## src/sv/mck_pkg.sv

```systemverilog
// Package of the Morse keyer: widths, unit codes, element table lookup.
package mck_pkg;

	localparam int TuW  = 16;
	localparam int DurW = 18;
	localparam int PatW = 15;
	localparam int LenW = 4;

	localparam logic [TuW-1:0] TU_RESET = 16'd1000;

	localparam logic [1:0] UNITS_1 = 2'd0;
	localparam logic [1:0] UNITS_2 = 2'd1;
	localparam logic [1:0] UNITS_3 = 2'd2;
	localparam logic [1:0] UNITS_4 = 2'd3;

	typedef struct packed {
		logic [LenW-1:0] len;
		logic [PatW-1:0] pat;
	} code_t;

	function automatic code_t mk_code(input logic [LenW-1:0] len, input logic [PatW-1:0] pat);
		code_t r;
		r.len = len;
		r.pat = pat << (4'(PatW) - len);
		return r;
	endfunction

	// left-align the elements, first element in the top bit, 1 = dash
	function automatic code_t lookup(input logic [7:0] ch);
		logic [7:0] c;
		code_t e;
		c = ch;
		if (c >= "A" && c <= "Z") c = c + 8'd32;
		e = '0;
		case (c)
			"a":    e = mk_code(4'd2, 15'h01);
			"b":    e = mk_code(4'd4, 15'h08);
			"c":    e = mk_code(4'd4, 15'h0A);
			"d":    e = mk_code(4'd3, 15'h04);
			"e":    e = mk_code(4'd1, 15'h00);
			8'hE9:  e = mk_code(4'd5, 15'h04);
			"f":    e = mk_code(4'd4, 15'h02);
			"g":    e = mk_code(4'd3, 15'h06);
			"h":    e = mk_code(4'd4, 15'h00);
			"i":    e = mk_code(4'd2, 15'h00);
			"j":    e = mk_code(4'd4, 15'h07);
			"k":    e = mk_code(4'd3, 15'h05);
			"l":    e = mk_code(4'd4, 15'h04);
			"m":    e = mk_code(4'd2, 15'h03);
			"n":    e = mk_code(4'd2, 15'h02);
			"o":    e = mk_code(4'd3, 15'h07);
			"p":    e = mk_code(4'd4, 15'h06);
			"q":    e = mk_code(4'd4, 15'h0D);
			"r":    e = mk_code(4'd3, 15'h02);
			"s":    e = mk_code(4'd3, 15'h00);
			"t":    e = mk_code(4'd1, 15'h01);
			"u":    e = mk_code(4'd3, 15'h01);
			"v":    e = mk_code(4'd4, 15'h01);
			"w":    e = mk_code(4'd3, 15'h03);
			"x":    e = mk_code(4'd4, 15'h09);
			"y":    e = mk_code(4'd4, 15'h0B);
			"z":    e = mk_code(4'd4, 15'h0C);
			"1":    e = mk_code(4'd5, 15'h0F);
			"2":    e = mk_code(4'd5, 15'h07);
			"3":    e = mk_code(4'd5, 15'h03);
			"4":    e = mk_code(4'd5, 15'h01);
			"5":    e = mk_code(4'd5, 15'h00);
			"6":    e = mk_code(4'd5, 15'h10);
			"7":    e = mk_code(4'd5, 15'h18);
			"8":    e = mk_code(4'd5, 15'h1C);
			"9":    e = mk_code(4'd5, 15'h1E);
			"0":    e = mk_code(4'd5, 15'h1F);
			".":    e = mk_code(4'd6, 15'h15);
			",":    e = mk_code(4'd6, 15'h33);
			":":    e = mk_code(4'd6, 15'h38);
			"?":    e = mk_code(4'd6, 15'h0C);
			"'":    e = mk_code(4'd6, 15'h1E);
			"-":    e = mk_code(4'd6, 15'h21);
			"/":    e = mk_code(4'd5, 15'h12);
			"(":    e = mk_code(4'd5, 15'h16);
			")":    e = mk_code(4'd6, 15'h2D);
			"\"":   e = mk_code(4'd6, 15'h12);
			"=":    e = mk_code(4'd5, 15'h11);
			"+":    e = mk_code(4'd5, 15'h0A);
			"@":    e = mk_code(4'd6, 15'h1A);
			"%":    e = mk_code(4'd15, 15'h7E5F);
			default: e = '0;
		endcase
		return e;
	endfunction

endpackage

```

## src/sv/mck_if.sv

```systemverilog
// Channel interfaces of the Morse keyer: character beats and key segment beats.
interface mck_in_if;
	logic       valid;
	logic       ready;
	logic [7:0] char_code;
	logic       word_end;

	modport source (output valid, output char_code, output word_end, input ready);
	modport sink   (input valid, input char_code, input word_end, output ready);
endinterface

interface mck_out_if;
	logic        valid;
	logic        ready;
	logic        key_on;
	logic [17:0] duration;
	logic        last_segment;

	modport source (output valid, output key_on, output duration, output last_segment,
		input ready);
	modport sink   (input valid, input key_on, input duration, input last_segment,
		output ready);
endinterface

```

## src/sv/mck_dur.sv

```systemverilog
// Shared duration unit: unit count times the configured time unit.
module mck_dur (
	input  logic [mck_pkg::TuW-1:0]  time_unit,
	input  logic [1:0]               units,
	output logic [mck_pkg::DurW-1:0] duration
);
	import mck_pkg::*;

	logic [DurW-1:0] x1;
	logic [DurW-1:0] x2;

	assign x1 = {2'b00, time_unit};
	assign x2 = {1'b0, time_unit, 1'b0};

	always_comb begin
		case (units)
			UNITS_1: duration = x1;
			UNITS_2: duration = x2;
			UNITS_3: duration = x2 + x1;
			UNITS_4: duration = {time_unit, 2'b00};
			default: duration = x1;
		endcase
	end

endmodule

```

## src/sv/morse_character_keyer_unit.sv

```systemverilog
// Top level of the Morse keyer: character intake, segment sequencer, output register.
//
// Usage:
//   chars carries one beat per character (char_code, word_end). segs carries one
//   beat per key segment (key_on, duration in ms, last_segment on the final one).
//   cfg_we/cfg_data write the time unit in ms; write only while the block is idle.
// Timing:
//   A character is taken when chars.ready is high, which happens only while the
//   sequencer is idle. Its segments pass through the output register, one per
//   cycle while segs.ready is high: 2*elements + 1 segments, one more when
//   word_end is set, at most 32. The sequencer and its single duration unit issue
//   every segment; the next character is taken only once the last one is issued.
// Reset:
//   arst_n clears the sequencer and the output valid, and sets the time unit to
//   1000 ms.
// Stall:
//   While segs.ready is low with a beat pending, the output register holds it and
//   the sequencer waits; nothing is dropped.
module morse_character_keyer_unit (
	input  logic                    clk,
	input  logic                    arst_n,
	mck_in_if.sink                  chars,
	mck_out_if.source               segs,
	input  logic                    cfg_we,
	input  logic [mck_pkg::TuW-1:0] cfg_data
);
	import mck_pkg::*;

	localparam logic [2:0] ST_IDLE = 3'd0;
	localparam logic [2:0] ST_ON   = 3'd1;
	localparam logic [2:0] ST_OFF  = 3'd2;
	localparam logic [2:0] ST_GAP2 = 3'd3;
	localparam logic [2:0] ST_GAP4 = 3'd4;

	logic [2:0]      state_q;
	logic [TuW-1:0]  tu_q;
	logic [PatW-1:0] pat_q;
	logic [LenW-1:0] cnt_q;
	logic            we_q;

	logic            seg_valid_q;
	logic            key_on_q;
	logic [DurW-1:0] dur_q;
	logic            last_q;

	code_t           code;
	logic            take;
	logic            adv;
	logic [1:0]      units;
	logic            key_on_d;
	logic            last_d;
	logic [DurW-1:0] dur_d;

	assign code  = lookup(chars.char_code);
	assign chars.ready = (state_q == ST_IDLE);
	assign take  = chars.valid && chars.ready;
	assign adv   = (state_q != ST_IDLE) && (!seg_valid_q || segs.ready);

	always_comb begin
		units    = UNITS_1;
		key_on_d = 1'b0;
		last_d   = 1'b0;
		case (state_q)
			ST_ON: begin
				key_on_d = 1'b1;
				units    = pat_q[PatW-1] ? UNITS_3 : UNITS_1;
			end
			ST_OFF: begin
				units = UNITS_1;
			end
			ST_GAP2: begin
				units  = UNITS_2;
				last_d = !we_q;
			end
			ST_GAP4: begin
				units  = UNITS_4;
				last_d = 1'b1;
			end
			default: begin
				units = UNITS_1;
			end
		endcase
	end

	mck_dur u_dur (
		.time_unit (tu_q),
		.units     (units),
		.duration  (dur_d)
	);

	always_ff @(posedge clk or negedge arst_n) begin
		if (!arst_n) begin
			tu_q <= TU_RESET;
		end else if (cfg_we) begin
			tu_q <= cfg_data;
		end
	end

	always_ff @(posedge clk or negedge arst_n) begin
		if (!arst_n) begin
			state_q <= ST_IDLE;
		end else begin
			case (state_q)
				ST_IDLE: begin
					if (take) state_q <= (code.len != '0) ? ST_ON : ST_GAP2;
				end
				ST_ON: begin
					if (adv) state_q <= ST_OFF;
				end
				ST_OFF: begin
					if (adv) state_q <= (cnt_q == 4'd1) ? ST_GAP2 : ST_ON;
				end
				ST_GAP2: begin
					if (adv) state_q <= we_q ? ST_GAP4 : ST_IDLE;
				end
				ST_GAP4: begin
					if (adv) state_q <= ST_IDLE;
				end
				default: begin
					state_q <= ST_IDLE;
				end
			endcase
		end
	end

	always_ff @(posedge clk) begin
		if (take) begin
			pat_q <= code.pat;
			cnt_q <= code.len;
			we_q  <= chars.word_end;
		end else if (adv && state_q == ST_OFF) begin
			pat_q <= pat_q << 1;
			cnt_q <= cnt_q - 4'd1;
		end
	end

	always_ff @(posedge clk or negedge arst_n) begin
		if (!arst_n) begin
			seg_valid_q <= 1'b0;
		end else if (adv) begin
			seg_valid_q <= 1'b1;
		end else if (segs.ready) begin
			seg_valid_q <= 1'b0;
		end
	end

	always_ff @(posedge clk) begin
		if (adv) begin
			key_on_q <= key_on_d;
			dur_q    <= dur_d;
			last_q   <= last_d;
		end
	end

	assign segs.valid        = seg_valid_q;
	assign segs.key_on       = key_on_q;
	assign segs.duration     = dur_q;
	assign segs.last_segment = last_q;

	a_busy_after_take: assert property (@(posedge clk) disable iff (!arst_n)
		take |=> (state_q != ST_IDLE))
		else $error("sequencer idle right after a character beat");

	a_last_is_gap: assert property (@(posedge clk) disable iff (!arst_n)
		segs.valid && segs.key_on |-> !segs.last_segment)
		else $error("final segment marked on a key-on segment");

	a_no_take_while_pending: assert property (@(posedge clk) disable iff (!arst_n)
		(state_q == ST_GAP2 || state_q == ST_GAP4) |-> !chars.ready)
		else $error("character taken before the gaps were sent");

	a_off_counts: assert property (@(posedge clk) disable iff (!arst_n)
		(state_q == ST_ON || state_q == ST_OFF) |-> (cnt_q != '0))
		else $error("element sequencer running with no elements left");

endmodule
```

## src/flat_wrapper.sv

```systemverilog
// flat-port wrapper written by rule: the top's interface ports become plain ports
module morse_character_keyer_unit_flat import mck_pkg::*;
  (clk, arst_n, cfg_we, cfg_data, chars_valid, chars_char_code, chars_word_end, chars_ready, segs_valid, segs_key_on, segs_duration, segs_last_segment, segs_ready);
  mck_in_if chars_i ();
  mck_out_if segs_i ();
  input  logic clk;
  input  logic arst_n;
  input  logic cfg_we;
  input  logic [mck_pkg::TuW-1:0] cfg_data;
  input wire logic [$bits(chars_i.valid)-1:0] chars_valid;
  input wire logic [$bits(chars_i.char_code)-1:0] chars_char_code;
  input wire logic [$bits(chars_i.word_end)-1:0] chars_word_end;
  output wire logic [$bits(chars_i.ready)-1:0] chars_ready;
  output wire logic [$bits(segs_i.valid)-1:0] segs_valid;
  output wire logic [$bits(segs_i.key_on)-1:0] segs_key_on;
  output wire logic [$bits(segs_i.duration)-1:0] segs_duration;
  output wire logic [$bits(segs_i.last_segment)-1:0] segs_last_segment;
  input wire logic [$bits(segs_i.ready)-1:0] segs_ready;
  assign chars_i.valid = chars_valid;
  assign chars_i.char_code = chars_char_code;
  assign chars_i.word_end = chars_word_end;
  assign chars_ready = chars_i.ready;
  assign segs_valid = segs_i.valid;
  assign segs_key_on = segs_i.key_on;
  assign segs_duration = segs_i.duration;
  assign segs_last_segment = segs_i.last_segment;
  assign segs_i.ready = segs_ready;
  morse_character_keyer_unit u_core (.clk(clk), .arst_n(arst_n), .chars(chars_i), .segs(segs_i), .cfg_we(cfg_we), .cfg_data(cfg_data));
endmodule
```

## config.mk

```make
export PLATFORM = sky130hd
export DESIGN_NAME = morse_character_keyer_unit_flat
export DESIGN_NICKNAME = d
export VERILOG_FILES = /design/src/sv/mck_pkg.sv /design/src/sv/mck_if.sv /design/src/sv/mck_dur.sv /design/src/sv/morse_character_keyer_unit.sv /design/src/flat_wrapper.sv
export SDC_FILE = /design/constraint.sdc
export NUM_CORES = 1
export LEC_CHECK = 0
export BUFFER_PORTS_ARGS = -buffer_cell sky130_fd_sc_hd__buf_2
export CAP_MARGIN = 20
export CORE_MARGIN = 8
export CORE_UTILIZATION = 35
export CTS_CLUSTER_DIAMETER = 200
export CTS_CLUSTER_SIZE = 8
export DETAILED_ROUTE_END_ITERATION = 16
export PLACE_DENSITY = 0.55
export RECOVER_POWER = 100
export SYNTH_ARGS = -nofsm -noshare
export SYNTH_HDL_FRONTEND = slang
export SYNTH_SLANG_ARGS = --single-unit
```

## constraint.sdc

```tcl
create_clock -name clk -period 5.8 [get_ports clk]
set_clock_uncertainty 0.2 [all_clocks]
set_input_delay 0.29 -clock clk [delete_from_list [all_inputs] [get_ports clk]]
set_output_delay 0.29 -clock clk [all_outputs]
set_load 0.005 [all_outputs]
```

Yosys cells after proc, flatten, opt, wreduce, memory -nomap -nowiden --
Index checks and enable logic that the tools add are counted.
Storage, ports and cells: output and inout port bits 22, bits of input ports 30, logic and storage cells 114, flip-flop bits (word level) 60
Operators by class: reduce and logical (&&, ||, !) cells 14, magnitude comparators 2, multiplexer cells 22, equal/unequal tests 64, add/subtract/negate cells 3
Operators with widths (number):
- $pmux W19 S51 | 1
- $eq A8 B7 Y1 const B | 27
- $eq A8 B6 Y1 const B | 23
- $pmux W18 S4 | 1
- $mux W15 | 2
- $add A17 B16 Y18 | 1
- $mux W3 | 6
- $pmux W3 S5 | 1
- $add A8 B6 Y8 const B | 1
- $eq A8 B8 Y1 const B | 1
- $ge A8 B7 Y1 const B | 1
- $le A8 B7 Y1 const B | 1
- $mux W4 | 2
- $mux W8 | 1
- $ne A2 B1 Y1 const B | 4
- $eq A3 B2 Y1 const B | 2
- $mux W2 | 3
- $pmux W2 S3 | 1
- $reduce_and A5 Y1 | 1
- $eq A2 B2 Y1 const B | 2
- $eq A4 B1 Y1 const B | 1
- $logic_and A1 B1 Y1 | 4
- $reduce_bool A2 Y1 | 2
- $reduce_bool A4 Y1 | 1
- 12 further kinds | 15

Depth between registers and ports, before layout --
Gate-level depths: netlist (run 1).
depth in word-level cells 9, depth in mapped cells 9, mapped depth without buffers 8

Modules after synthesis --
A second synthesis (run 1) with hierarchy kept.
Second synthesis, totals: cell total of the unflattened synthesis 479, area, all modules 4603.2 µm²
By module, submodules not included:
- morse_character_keyer_unit | times used 1, sequential area each 1709.1 µm², cells each 352, area each 3489.6 µm²
- mck_dur | times used 1, sequential area each 0.0 µm², cells each 127, area each 1113.6 µm²

Least setup slack after synthesis (run 1) --
Ideal clock, no wire load.
path type flip-flop to flip-flop, start reg u_core.state_q[0], end reg u_core.cnt_q[0], enable pin, cell stages (with the launch flop) 4, buffers on the path 1, setup time 0.425 ns, setup slack 2.961 ns, required time 5.175 ns, clock period less this slack 2.839 ns, arrival 2.214 ns, cell sequence dfrtp_1 clkbuf_1 o21bai_1 a211oi_1
Between the ends: cells in the longest elaborated chain, start to end 4, elaborated cells between the ends (all ways) 7, classes of those cells 1 x eq/ne; 6 x reduce/logical
Ends and longest elaborated chain:
- start: declaration | RTL line morse_character_keyer_unit.sv:35 | logic [2:0] state_q;
- start signal: assignment | RTL line morse_character_keyer_unit.sv:105 | if (take) state_q <= (code.len != '0) ? ST_ON : ST_GAP2;
- start signal: assignment | RTL line morse_character_keyer_unit.sv:111 | if (adv) state_q <= (cnt_q == 4'd1) ? ST_GAP2 : ST_ON;
- start signal: assignment | RTL line morse_character_keyer_unit.sv:114 | if (adv) state_q <= we_q ? ST_GAP4 : ST_IDLE;
- $reduce_bool A3 Y1 | RTL line morse_character_keyer_unit.sv:57 | assign adv = (state_q != ST_IDLE) && (!seg_valid_q || segs.ready);
- $logic_and A1 B1 Y1 | RTL line morse_character_keyer_unit.sv:57
- $logic_and A1 B1 Y1 | RTL line morse_character_keyer_unit.sv:131 | end else if (adv && state_q == ST_OFF) begin
- $reduce_bool A2 Y1 (no source line) (*)
- end signal: assignment | RTL line morse_character_keyer_unit.sv:129 | cnt_q <= code.len;
- end signal: assignment | RTL line morse_character_keyer_unit.sv:133 | cnt_q <= cnt_q - 4'd1;
- end: declaration | RTL line morse_character_keyer_unit.sv:38 | logic [LenW-1:0] cnt_q;
Mark *: on every way between the ends. The rest lies on a longest branch, timed or not. A chain may end at the register's enable or synchronous reset.

Worst setup path after layout (run 1) --
start in chars_char_code[3], end reg u_core.pat_q[14] (data pin)
Between the ends: cells in the longest elaborated chain, start to end 6, elaborated cells between the ends (all ways) 58, classes of those cells 1 x add/sub; 2 x order compare; 51 x eq/ne; 3 x mux; 1 x reduce/logical
Ends and longest elaborated chain:
- start: declaration | RTL line flat_wrapper.sv:11 | input wire logic [$bits(chars_i.char_code)-1:0] chars_char_code;
- $ge A8 B7 Y1 or $le A8 B7 Y1 (tied branches) | RTL line mck_pkg.sv:33 | if (c >= "A" && c <= "Z") c = c + 8'd32;
- $logic_and A1 B1 Y1 | RTL line mck_pkg.sv:33
- $mux W8 (*) | RTL line mck_pkg.sv:33
- $eq A8 B6 Y1 (tied with other cells) | RTL line mck_pkg.sv:35 | case (c)
- $pmux W19 S51 (*) | RTL line mck_pkg.sv:35
- $mux W15 (*) | RTL line morse_character_keyer_unit.sv:127 | if (take) begin
- end signal: assignment | RTL line morse_character_keyer_unit.sv:128 | pat_q <= code.pat;
- end signal: assignment | RTL line morse_character_keyer_unit.sv:132 | pat_q <= pat_q << 1;
- end: declaration | RTL line morse_character_keyer_unit.sv:37 | logic [PatW-1:0] pat_q;
Marked as above.

==> reports/qor.yml, run 1 <==
clock_network:
  clk_latency_ps: 330
  cts_buffer_depth: 2
  tritoncts: "done"
  cts.sinks: 60
  root_buffer: "clkbuf_16"
  cts_buffers: 9
  clkTransAtPathRegs_ps: 50
  cts_setup_buffers: 0
  cts_max_level: 3
die:
  rows: 41
  die_h_um: 130
  coreArea_um2: 12600
  dieArea_um2: 16900
  start_util: 0.359
  die-width_um: 130
  io_pins: 52
outcome:
  status: "complete, no violations"
routing:
  ant_nets: 0
  routed_wirelength_um: 12600
  vias: 4188
  first_iter_violations: 447
  first_pass_iters: 5
  wl_per_cell_um: 17.5
  route.met3.wl_um: 737
  drc: 0
  top_layer: "met4"
  met1_length_um: 5270
  wl_met2_um: 6130
  avgViaCountPerCell: 5.83
timing:
  setup_viol: 0
  post-route-min-period_ps: 3650
  tightest_slew_ps: 1420
  fmax_mhz: 274
  slew_violations: 0
  fin_crit_sh: 0.629
  setup_ws_ps: 2150
  finalSetupTns_ps: 0
  max_slew_margin: 0.0548
  rsz0062_at_grt: "no"
  hold_violations: 0
worst_hold_path:
  min_path_type: "input pin to register"
  min_from: "segs_ready"
  min_delay_path_depth: 3
  hold_end: "u_core.segs.valid$_DFFE_PN0P_"
critical_path:
  crit_buf_inv: 1
  required_ps: 5760
  critical_path_class: "input pin to register"
  rr_worst_depth: 4
  reg2reg_from: "u_core.state_q[2]$_DFFE_PN0P_"
  arrival_ps: 3610
  critPathSlowestCell: "o31ai_1"
  critical_path.cell_chain: "clkbuf_1 > or4_1 > o22ai_1 > o31ai_1 > nand3_1 > a21o_1 > a41oi_1"
  critPathTopFamily: "compound AO/OA/AOI/OAI gates"
  regToRegSetupSlack_ps: 2570
  slowest_delay_ps: 1090
  worstSetupStartpointType: "input pin"
  reg2reg_to: "u_core.pat_q[0]$_SDFFCE_PN0P_"
  cp-end-kind: "register"
  crit_fanout: 35
layout:
  drive_gt1_frac: 0.134
  final_util: 0.420
  final_net_count: 591
  final_area_um2: 5300
  area_growth_pct: 16.9
  fill_cells: 1254
  num_antenna_cells: 0
placement:
  placed_area_um2: 4900
  dp_hpwl_um: 8950
  dpl_worst_slack_ps: 2710
  port-buffer-count: 51
  gp_congestion: 0.942
synth:
  synth_top_family_by_area: "compound AO/OA/AOI/OAI gates"
  synth_edf_count: 40
  synth_cell_types: 74
  synth_xor_area_frac: 0.0270
  synth-seq-area-share: 0.377
  synthArstFlopShare: 0.333
  syn-num-nets: 537
  synthAdderAreaFrac: 0.0568
  synthesis.area_um2: 4540
  synthMuxAreaShare: 0.0486
  ys_warn_count: 0
  synth_simple_gate_area_frac: 0.186
  synth_top_flop_cell: "edfxtp_1"
  syn_inst: 487
  synth_compound_area_frac: 0.264
  synth-seq-cells: 60
  syn-mean-instance-area_um2: 9.31
power:
  power.density_nw_per_um2: 395
  vdd_drop_max_mv: 0.280
  power_mw: 2.10
  p_leak_nw: 1.96
run:
  cap_violations: 0
grt:
  grt_pass1_wl_um: 20200
  grt_pass1_vias: 4065
  track_usage: 0.152
  antenna_found_initial: 0
  gr-total-overflow: 0
  grt_max_degree: 41
==> routing by layer <==
layer	vias to the layer above	GRT usage
li1	2003	-
met1	1988	0.177
met2	161	0.253
met3	36	0.0400
met4	0	0.0786
met5	-	0
==> cell usage after synthesis (all sizes together), types with 8 or more instances <==
cell type | count | share of area
nor2 | 40 | 0.033
nand3 | 12 | 0.013
a21oi | 22 | 0.024
a211oi | 13 | 0.023
clkbuf | 21 | 0.017
a21o | 12 | 0.020
mux2 | 16 | 0.040
xor2 | 8 | 0.015
buf | 8 | 0.011
nor3 | 22 | 0.029
nand2b | 11 | 0.015
o21ai | 40 | 0.045
ha | 19 | 0.052
a222oi | 14 | 0.031
dfrtp | 14 | 0.077
nand2 | 34 | 0.028
edfxtp | 40 | 0.26
inv | 15 | 0.012
==> final cells by class <==
| type | count | area [µm²] | share of cell area |
|---|---|---|---|
| multi-input cells | 383 | 2610 | 0.492 |
| flip-flops and latches | 60 | 1710 | 0.322 |
| repair buffers | 72 | 420 | 0.0793 |
| clock buffers | 10 | 229 | 0.0432 |
| well taps | 172 | 215 | 0.0406 |
| clock inverters | 6 | 65.1 | 0.0123 |
| inverters | 15 | 56.3 | 0.0106 |
==> per-stage QoR <==
step / std cells / hold WS [ps]
after detailed placement: 683 / 94.7
final: 718 / 193
after CTS: 717 / 186
after floorplan: 487 / -206
after global placement: 683 / 90.6
after global routing: 718 / 223
==> report_power, final <==
group	switching [mW]	internal, mW
registers	0.0896	0.708
clock network	0.189	0.332
logic	0.473	0.305
total	0.751	1.34
==> kinds of logic after synthesis <==
| group | after synthesis |
|---|---|
| buffers and inverters | 44 |
| adder cells (fa/ha/maj) | 20 |
| XOR/XNOR | 14 |
| flip-flops | 60 |
| multiplexers | 20 |
| AO/OA/AOI/OAI | 166 |
| AND/OR/NAND/NOR | 163 |
==> worst min-delay path, stage by stage <==
cell and delay (ps):
buf_2 100, nand2b_1 210, nand2_1 70
==> placed cells by master (no fill, tap or decap), types with 5 or more instances in the layout <==
| master | synthesis | final |
|---|---|---|
| clkbuf_16 | 0 | 9 |
| clkbuf_1 | 21 | 25 |
| ha_1 | 19 | 19 |
| a21oi_1 | 22 | 22 |
| nor4_1 | 6 | 7 |
| o21ai_1 | 8 | 6 |
| a222oi_1 | 14 | 14 |
| nand2_1 | 34 | 34 |
| dfstp_2 | 6 | 6 |
| a21o_1 | 12 | 12 |
| nor2_1 | 40 | 40 |
| dlygate4sd3_1 | 0 | 18 |
| a211oi_1 | 12 | 11 |
| o21ai_0 | 31 | 33 |
| nor2b_1 | 7 | 7 |
| edfxtp_1 | 40 | 40 |
| inv_1 | 13 | 14 |
| xnor2_1 | 6 | 6 |
| nand2b_1 | 11 | 11 |
| o22ai_1 | 4 | 5 |
| dfrtp_1 | 14 | 14 |
| nand3_1 | 12 | 12 |
| mux2_2 | 15 | 15 |
| xor2_1 | 8 | 8 |
| buf_2 | 4 | 30 |
| nor3_1 | 18 | 20 |
| a31oi_1 | 6 | 6 |
==> registers in the layout (all words and copies together) (netlist names) <==
| name | flops |
|---|---|
| u_core.state_q | 3 |
| u_core.we_q | 1 |
| u_core.segs.key_on | 1 |
| u_core.segs.valid | 1 |
| u_core.segs.duration | 18 |
| u_core.segs.last_segment | 1 |
| u_core.tu_q | 16 |
| u_core.pat_q | 15 |
| u_core.cnt_q | 4 |
==> worst max-delay path by stage <==
stage	from	end	cells after the start
2_1_floorplan	u_core.state_q[0]$_DFFE_PN0P_	u_core.cnt_q[0]$_DFFE_PP_	3
4_1_cts	u_core.tu_q[1]$_DFFE_PN0P_	u_core.segs.duration[13]$_DFFE_PP_	8
3_3_place_gp	chars_char_code[3]	u_core.cnt_q[2]$_DFFE_PP_	7
5_1_grt	chars_char_code[3]	u_core.pat_q[14]$_DFFE_PP_	7
6_report	chars_char_code[3]	u_core.pat_q[14]$_DFFE_PP_	7
3_5_place_dp	chars_char_code[3]	u_core.cnt_q[2]$_DFFE_PP_	7
==> what timing repair did <==
item / in CTS / in global routing
endpoints found under the setup margin: 0 / 0
hold buffers: 18 / 0
endpoints found under the hold margin: 31 / 0
gates resized for setup: 0 / 0
Note: power is estimated with default switching activity, not from simulation.
==> inputs of run 2 (changes only) <==
--- a/config.mk
+++ b/config.mk
@@ -5,6 +5,7 @@
 export SDC_FILE = /design/constraint.sdc
 export NUM_CORES = 1
 export LEC_CHECK = 0
+export ABC_AREA = 1
 export BUFFER_PORTS_ARGS = -buffer_cell sky130_fd_sc_hd__buf_2
 export CAP_MARGIN = 20
 export CORE_MARGIN = 8
@@ -12,7 +13,7 @@
 export CTS_CLUSTER_DIAMETER = 200
 export CTS_CLUSTER_SIZE = 8
 export DETAILED_ROUTE_END_ITERATION = 16
-export PLACE_DENSITY = 0.55
+export PLACE_DENSITY = 0.57
 export RECOVER_POWER = 100
 export SYNTH_ARGS = -nofsm -noshare
 export SYNTH_HDL_FRONTEND = slang
==> constraint.sdc (replaced) <==
create_clock -name clk -period 2.9 [get_ports clk]
set_clock_uncertainty 0.2 [all_clocks]
set_input_delay 0.145 -clock clk [delete_from_list [all_inputs] [get_ports clk]]
set_output_delay 0.145 -clock clk [all_outputs]
set_load 0.005 [all_outputs]
==> run 2 against run 1 <==
Against the previous run:
- global-route usage up 0.73 points
- first-iteration DRC count down 14%
- setup slack lost 1900 ps
- wire length up 0.28%
- register-to-register slack lost 2300 ps
- sequential power increased by 99%
- sequential cell count did not move
- hold slack worse by 110 ps
- via count is 1.2% higher
- critical path depth up 3
- final cell count is 17% higher
==> reports/qor.yml, run 2 <==
grt:
  gr-total-overflow: 0
  grt_pass1_wl_um: 20800
  track_usage: 0.159
  grt.busiest_layer: "met2"
  use_met2: 0.283
  grtUsageMet1: 0.182
  grt_pass1_vias: 4251
  antenna_found_initial: 1
  grtUsageMet3: 0.0324
  grt_max_degree: 32
synth:
  synth-seq-cells: 60
  synth-seq-area-share: 0.393
  yosysMostFrequentCell: "nand2_1"
  synth_edf_count: 40
  synthArstFlopShare: 0.333
  synthesis.area_um2: 4350
  synth_top_area_frac: 0.276
  synthTopCellsByCount: "nand2_1 (134), inv_1 (80), nor2_1 (56)"
  synthTopCellsByArea: "edfxtp_1 (28%), nand2_1 (12%), dfrtp_1 (8.1%)"
  syn_inst: 579
  syn-num-nets: 629
  syn-mean-instance-area_um2: 7.51
  synth_cell_types: 46
  synth_top_flop_cell: "edfxtp_1"
  synth_top_area_cell: "edfxtp_1"
  ys_warn_count: 0
routing:
  ant_nets: 0
  first_iter_violations: 385
  avgViaCountPerCell: 5.07
  vias: 4240
  wl_per_cell_um: 15.1
  drc: 0
  routed_wirelength_um: 12600
  first_pass_iters: 5
layout:
  multi_input_area_um2: 2250
  drive_gt1_frac: 0.135
  final_common_cell: "nand2_1"
  layout_common_cells: "nand2_1 (134), inv_1 (80), nor2_1 (55)"
  area_growth_pct: 21.9
  largest_register_ffs: 18
  fill_cells: 1226
  final_cells: 837
  seq_area_um2: 1710
  final_net_count: 713
critical_path:
  required_ps: 2750
  critical_path_class: "register to register"
  reg2reg_from: "u_core.tu_q[1]$_DFFE_PN0P_"
  reg2reg_to: "u_core.segs.duration[15]$_DFFE_PP_"
  cp-end-kind: "register"
  arrival_ps: 2470
  critPathCapture: "u_core.segs.duration[15]$_DFFE_PP_"
  cp.depth: 10
  rr_worst_depth: 10
  cpMostUsedCell: "nand3_1"
  critPathTopFamily: "compound AO/OA/AOI/OAI gates"
  critPathSlowestCell: "dfrtp_1"
  slowest_delay_ps: 420
  crit_buf_inv: 0
  critical_path.cell_chain: "ha_1 > fa_1 > a21oi_1 > o21ai_0 > nand3_1 > nand3_1 > nand3_1 > nand2_1 > o21ai_0 > o2111ai_1"
  crit_fanout: 4
  setup.worst_path.start: "u_core.tu_q[1]$_DFFE_PN0P_"
  worstSetupStartpointType: "register"
  regToRegSetupSlack_ps: 280
clock_network:
  cts.sinks: 60
  clkTransAtPathRegs_ps: 50
  clk_latency_ps: 330
  cts_max_level: 3
  cts_buffer_depth: 2
  cts_buffers: 9
  tritoncts: "done"
  cts.repair.resized: 0
  root_buffer: "clkbuf_16"
timing:
  slew_violations: 0
  setup_viol: 0
  finalSetupTns_ps: 0
  max_slew_margin: 0.189
  rsz0062_at_grt: "no"
  hold_violations: 0
  holdWs_ps: 85.6
  post-route-min-period_ps: 2620
  fmax_mhz: 382
  tightest_slew_ps: 1220
  fin_crit_sh: 0.903
power:
  combPwrFrac: 0.359
  seqPwrFrac: 0.380
  pwr-share-clk: 0.261
  p_leak_nw: 2.54
  vdd_drop_max_mv: 0.318
  switching_share: 0.360
  power.density_nw_per_um2: 791
  p_int_mw: 2.68
  p_sw_mw: 1.51
die:
  rows: 40
  die-width_um: 127
  die_h_um: 127
  dieArea_um2: 16200
  io_pins: 52
  coreArea_um2: 12100
  start_util: 0.360
worst_hold_path:
  min_delay_path_depth: 4
  min_path_type: "input pin to register"
run:
  cap_violations: 0
placement:
  port-buffer-count: 51
  dp_cells: 801
  gp_congestion: 0.947
  dp_hpwl_um: 9580
outcome:
  status: "complete, no violations"
[run 2: logic make-up after synthesis]
| kind of cell | count (synthesis) | synth area share |
|---|---|---|
| and+or+nand+nor | 276 | 0.283 |
| AOI/OAI and AO/OA | 122 | 0.168 |
| buffers and inverters | 97 | 0.0875 |
| DFF | 60 | 0.393 |
| adders and majority gates | 20 | 0.0593 |
| xor gates and xnor gates | 2 | 0.00403 |
| muxes | 2 | 0.00489 |
[run 2: worst reg2reg max path, cell delays in order (launching register included)]
cell and delay (ps):
dfrtp_1 420, ha_1 230, fa_1 410, a21oi_1 150, o21ai_0 200, nand3_1 140, nand3_1 130, nand3_1 100
nand2_1 80, o21ai_0 170, o2111ai_1 130
[run 2: how the worst min path moves through the flow]
stage                                    endpoint  slack, ps         from
floorplan           u_core.segs.valid$_DFFE_PN0P_       -350       arst_n
global placement      u_core.tu_q[13]$_DFFE_PN0P_        -50       arst_n
detailed placement    u_core.tu_q[12]$_DFFE_PN0P_        -50       arst_n
CTS                 u_core.state_q[1]$_DFFE_PN0P_         80  chars_valid
global route        u_core.state_q[1]$_DFFE_PN0P_        140  chars_valid
finish              u_core.state_q[1]$_DFFE_PN0P_         90  chars_valid
[run 2: final cells by class]
class                      instances  share of cell area
multi-input combinational        422               0.424
sequential                        60               0.323
timing repair buffer              83              0.0942
inverter                          87              0.0616
clock buffer                      12              0.0484
tap                              168              0.0397
clock inverter                     4             0.00921
antenna                            1            0.000472
[run 2: what timing repair did]
item,4_1_cts,5_1_grt
buffers inserted,0,0
endpoints found under the hold margin,38,0
hold buffers,19,0
[run 2: through the flow]
stage                     setup WS [ps]   util  area [µm²]  total power [mW]
final                               281  0.439        5300              4.19
after global routing               42.7  0.439        5300              4.50
after CTS                           294  0.444        5350              4.30
after detailed placement            301  0.403        4860              3.17
after global placement              241  0.403        4860              3.15
after floorplan                     528      -        4350              2.52
[run 2: power by group through the flow]
stage | Sequential, mW | Clock [mW] | Combinational, mW
after floorplan | 1.60 | 0 | 0.923
after global placement | 1.59 | 0 | 1.56
after detailed placement | 1.60 | 0 | 1.57
after CTS | 1.59 | 1.11 | 1.60
after global routing | 1.64 | 1.14 | 1.72
final | 1.59 | 1.09 | 1.51
[run 2: per-layer routing]
layer,vias up,routed length [µm],share of wire
li1,2128,-,-
met1,1963,5440,0.43
met2,121,6250,0.49
met3,28,612,0.048
met4,0,323,0.026
met5,-,0,0
==> inputs of run 3 (changes only) <==
--- a/config.mk
+++ b/config.mk
@@ -17,4 +17,5 @@
 export RECOVER_POWER = 100
 export SYNTH_ARGS = -nofsm -noshare
 export SYNTH_HDL_FRONTEND = slang
+export SYNTH_HIERARCHICAL = 1
 export SYNTH_SLANG_ARGS = --single-unit
==> run 3 against run 2 <==
Against the previous run:
- synthesized area rose by 9.0%
- clock-buffer cell count fell by 2
- synthesized cell count rose by 11%
- global-route usage fell by 0.24 points
- wire length rose by 6.0%
- design area rose by 7.0%
- critical path depth did not move
- via count rose by 7.8%
- sequential power fell by 3%
- sequential share of layout area fell by 2.1 points
- largest cell class unchanged
- largest power group is now combinational logic
==> reports/qor.yml, run 3 <==
synth:
  synth_top_area_cell: "edfxtp_1"
  synth_edf_count: 40
  synthArstFlopShare: 0.333
  synth_cell_types: 47
  yosysMostFrequentCell: "nand2_1"
  syn_inst: 642
  synthTopCellsByArea: "edfxtp_1 (25%), nand2_1 (15%), dfrtp_1 (7.4%)"
  synth-seq-cells: 60
  synthesis.area_um2: 4740
  syn-mean-instance-area_um2: 7.38
  ys_warn_count: 6
  synth_top_flop_cell: "edfxtp_1"
  syn-num-nets: 692
  synth-seq-area-share: 0.361
  synthTopCellsByCount: "nand2_1 (192), inv_1 (84), nor2_1 (68)"
  synth_top_area_frac: 0.254
timing:
  setup_ws_ps: 374
  max_slew_margin: 0.175
  slew_violations: 0
  finalSetupTns_ps: 0
  rsz0062_at_grt: "no"
  tightest_slew_ps: 1240
  fmax_mhz: 396
  fin_crit_sh: 0.871
  hold_violations: 0
  post-route-min-period_ps: 2530
  setup_viol: 0
layout:
  final_common_cell: "nand2_1"
  final_cells: 899
  num_antenna_cells: 0
  final_net_count: 768
  drive_gt1_frac: 0.162
  layout_common_cells: "nand2_1 (193), inv_1 (85), nor2_1 (67)"
  area_growth_pct: 19.7
  largest_register_ffs: 18
  final_util: 0.428
  final_area_um2: 5670
clock_network:
  cts_max_level: 3
  tritoncts: "done"
  root_buffer: "clkbuf_16"
  clk_latency_ps: 330
  cts_setup_buffers: 0
  cts_buffers: 9
  cts.sinks: 60
  cts_buffer_depth: 2
  clkTransAtPathRegs_ps: 60
critical_path:
  crit_fanout: 9
  worstSetupStartpointType: "register"
  cp-end-kind: "register"
  arrival_ps: 2520
  critical_path_class: "register to register"
  required_ps: 2900
placement:
  dp_hpwl_um: 10400
  gp_congestion: 0.965
  port-buffer-count: 51
  dp_cells: 864
  placed_area_um2: 5200
  dpl_worst_slack_ps: 453
die:
  dieArea_um2: 17500
  io_pins: 52
  die_h_um: 132
  coreArea_um2: 13200
  die-width_um: 132
  start_util: 0.358
  rows: 42
grt:
  track_usage: 0.157
  grt_pass1_vias: 4611
  grt_pass1_wl_um: 22500
  antenna_found_initial: 0
  grt_max_degree: 22
  gr-total-overflow: 0
power:
  p_leak_nw: 2.72
  power.density_nw_per_um2: 766
  vdd_drop_max_mv: 0.388
run:
  cap_violations: 0
routing:
  first_iter_violations: 306
  wl_per_cell_um: 14.9
  first_pass_iters: 5
  ant_nets: 0
  routed_wirelength_um: 13400
  drc: 0
  avgViaCountPerCell: 5.08
  vias: 4571
outcome:
  status: "complete, no violations"
worst_hold_path:
  min_path_type: "input pin to register"
-- run 3: path summary, 6_finish.rpt --
check / startpoint / to / slack, ps / cells after the start
hold reg to reg: u_core/pat_q[4]$_DFFE_PP_ / u_core/pat_q[5]$_SDFFCE_PP0P_ / 310 / 2
setup reg to reg: u_core/state_q[0]$_DFFE_PN0P_ / u_core/segs.duration[16]$_DFFE_PP_ / 370 / 10
max in group asynchronous: arst_n / u_core/tu_q[4]$_DFFE_PN0P_ / 1400 / 2
setup / recovery: u_core/state_q[0]$_DFFE_PN0P_ / u_core/segs.duration[16]$_DFFE_PP_ / 370 / 10
min in group asynchronous: arst_n / u_core/tu_q[10]$_DFFE_PN0P_ / 390 / 2
hold / removal: cfg_we / u_core/tu_q[0]$_DFFE_PN0P_ / 140 / 2
-- run 3: routing by layer --
metal	track usage	vias to the layer above	wire length, µm
met5	0	-	0
met4	0.0883	0	493
met3	0.0320	33	580
met2	0.276	129	6820
met1	0.173	2144	5490
li1	-	2265	-
-- run 3: area by class of cell --
cell class,instances,area [µm²]
clock buffers,10,250
clock inverters,6,71.3
fillers,1381,7570
inverters,93,357
multi-input cells,479,2620
flip-flops and latches,60,1710
well taps,176,220
repair buffers,75,447
-- run 3: through the flow --
step	hold slack [ps]	total power [mW]
3_5_place_dp	-58.5	3.29
2_1_floorplan	-351	2.69
3_3_place_gp	-75.2	3.26
6_report	145	4.34
4_1_cts	112	4.46
5_1_grt	149	4.70
-- run 3: timing repair --
item / 4_1_cts / 5_1_grt
hold buffers: 19 / 0
hold endpoints to repair: 38 / 0
gates resized for setup: 0 / 0
-- run 3: cells by family (layout without fill, tap and decap cells) --
logic type / after synthesis / after routing / share of synthesized area
AO/OA/AOI/OAI: 72 / 72 / 0.0946
flip-flops: 60 / 60 / 0.361
XOR/XNOR: 1 / 1 / 0.00185
adder cells (fa/ha/maj): 20 / 20 / 0.0544
buffers and inverters: 103 / 184 / 0.0861
multiplexers: 16 / 16 / 0.0380
AND/OR/NAND/NOR: 370 / 370 / 0.364
-- run 3: report_power, final --
group          internal (mW)  total, mW  leakage [nW]  switching [mW]
Combinational          0.584       1.68          1.96            1.09
Sequential              1.40       1.55         0.609           0.149
Clock                  0.720       1.12         0.150           0.398
Total                   2.71       4.34          2.72            1.64
-- run 3: worst max-delay path, stage by stage (launching register included) --
cell,delay [ps]
dfrtp_1,410
nor2_1,140
nand2_1,120
nand2_1,200
inv_1,80
nor2_1,540
clkbuf_1,390
nand2_1,80
o21ai_0,80
inv_1,50
nand2_1,90
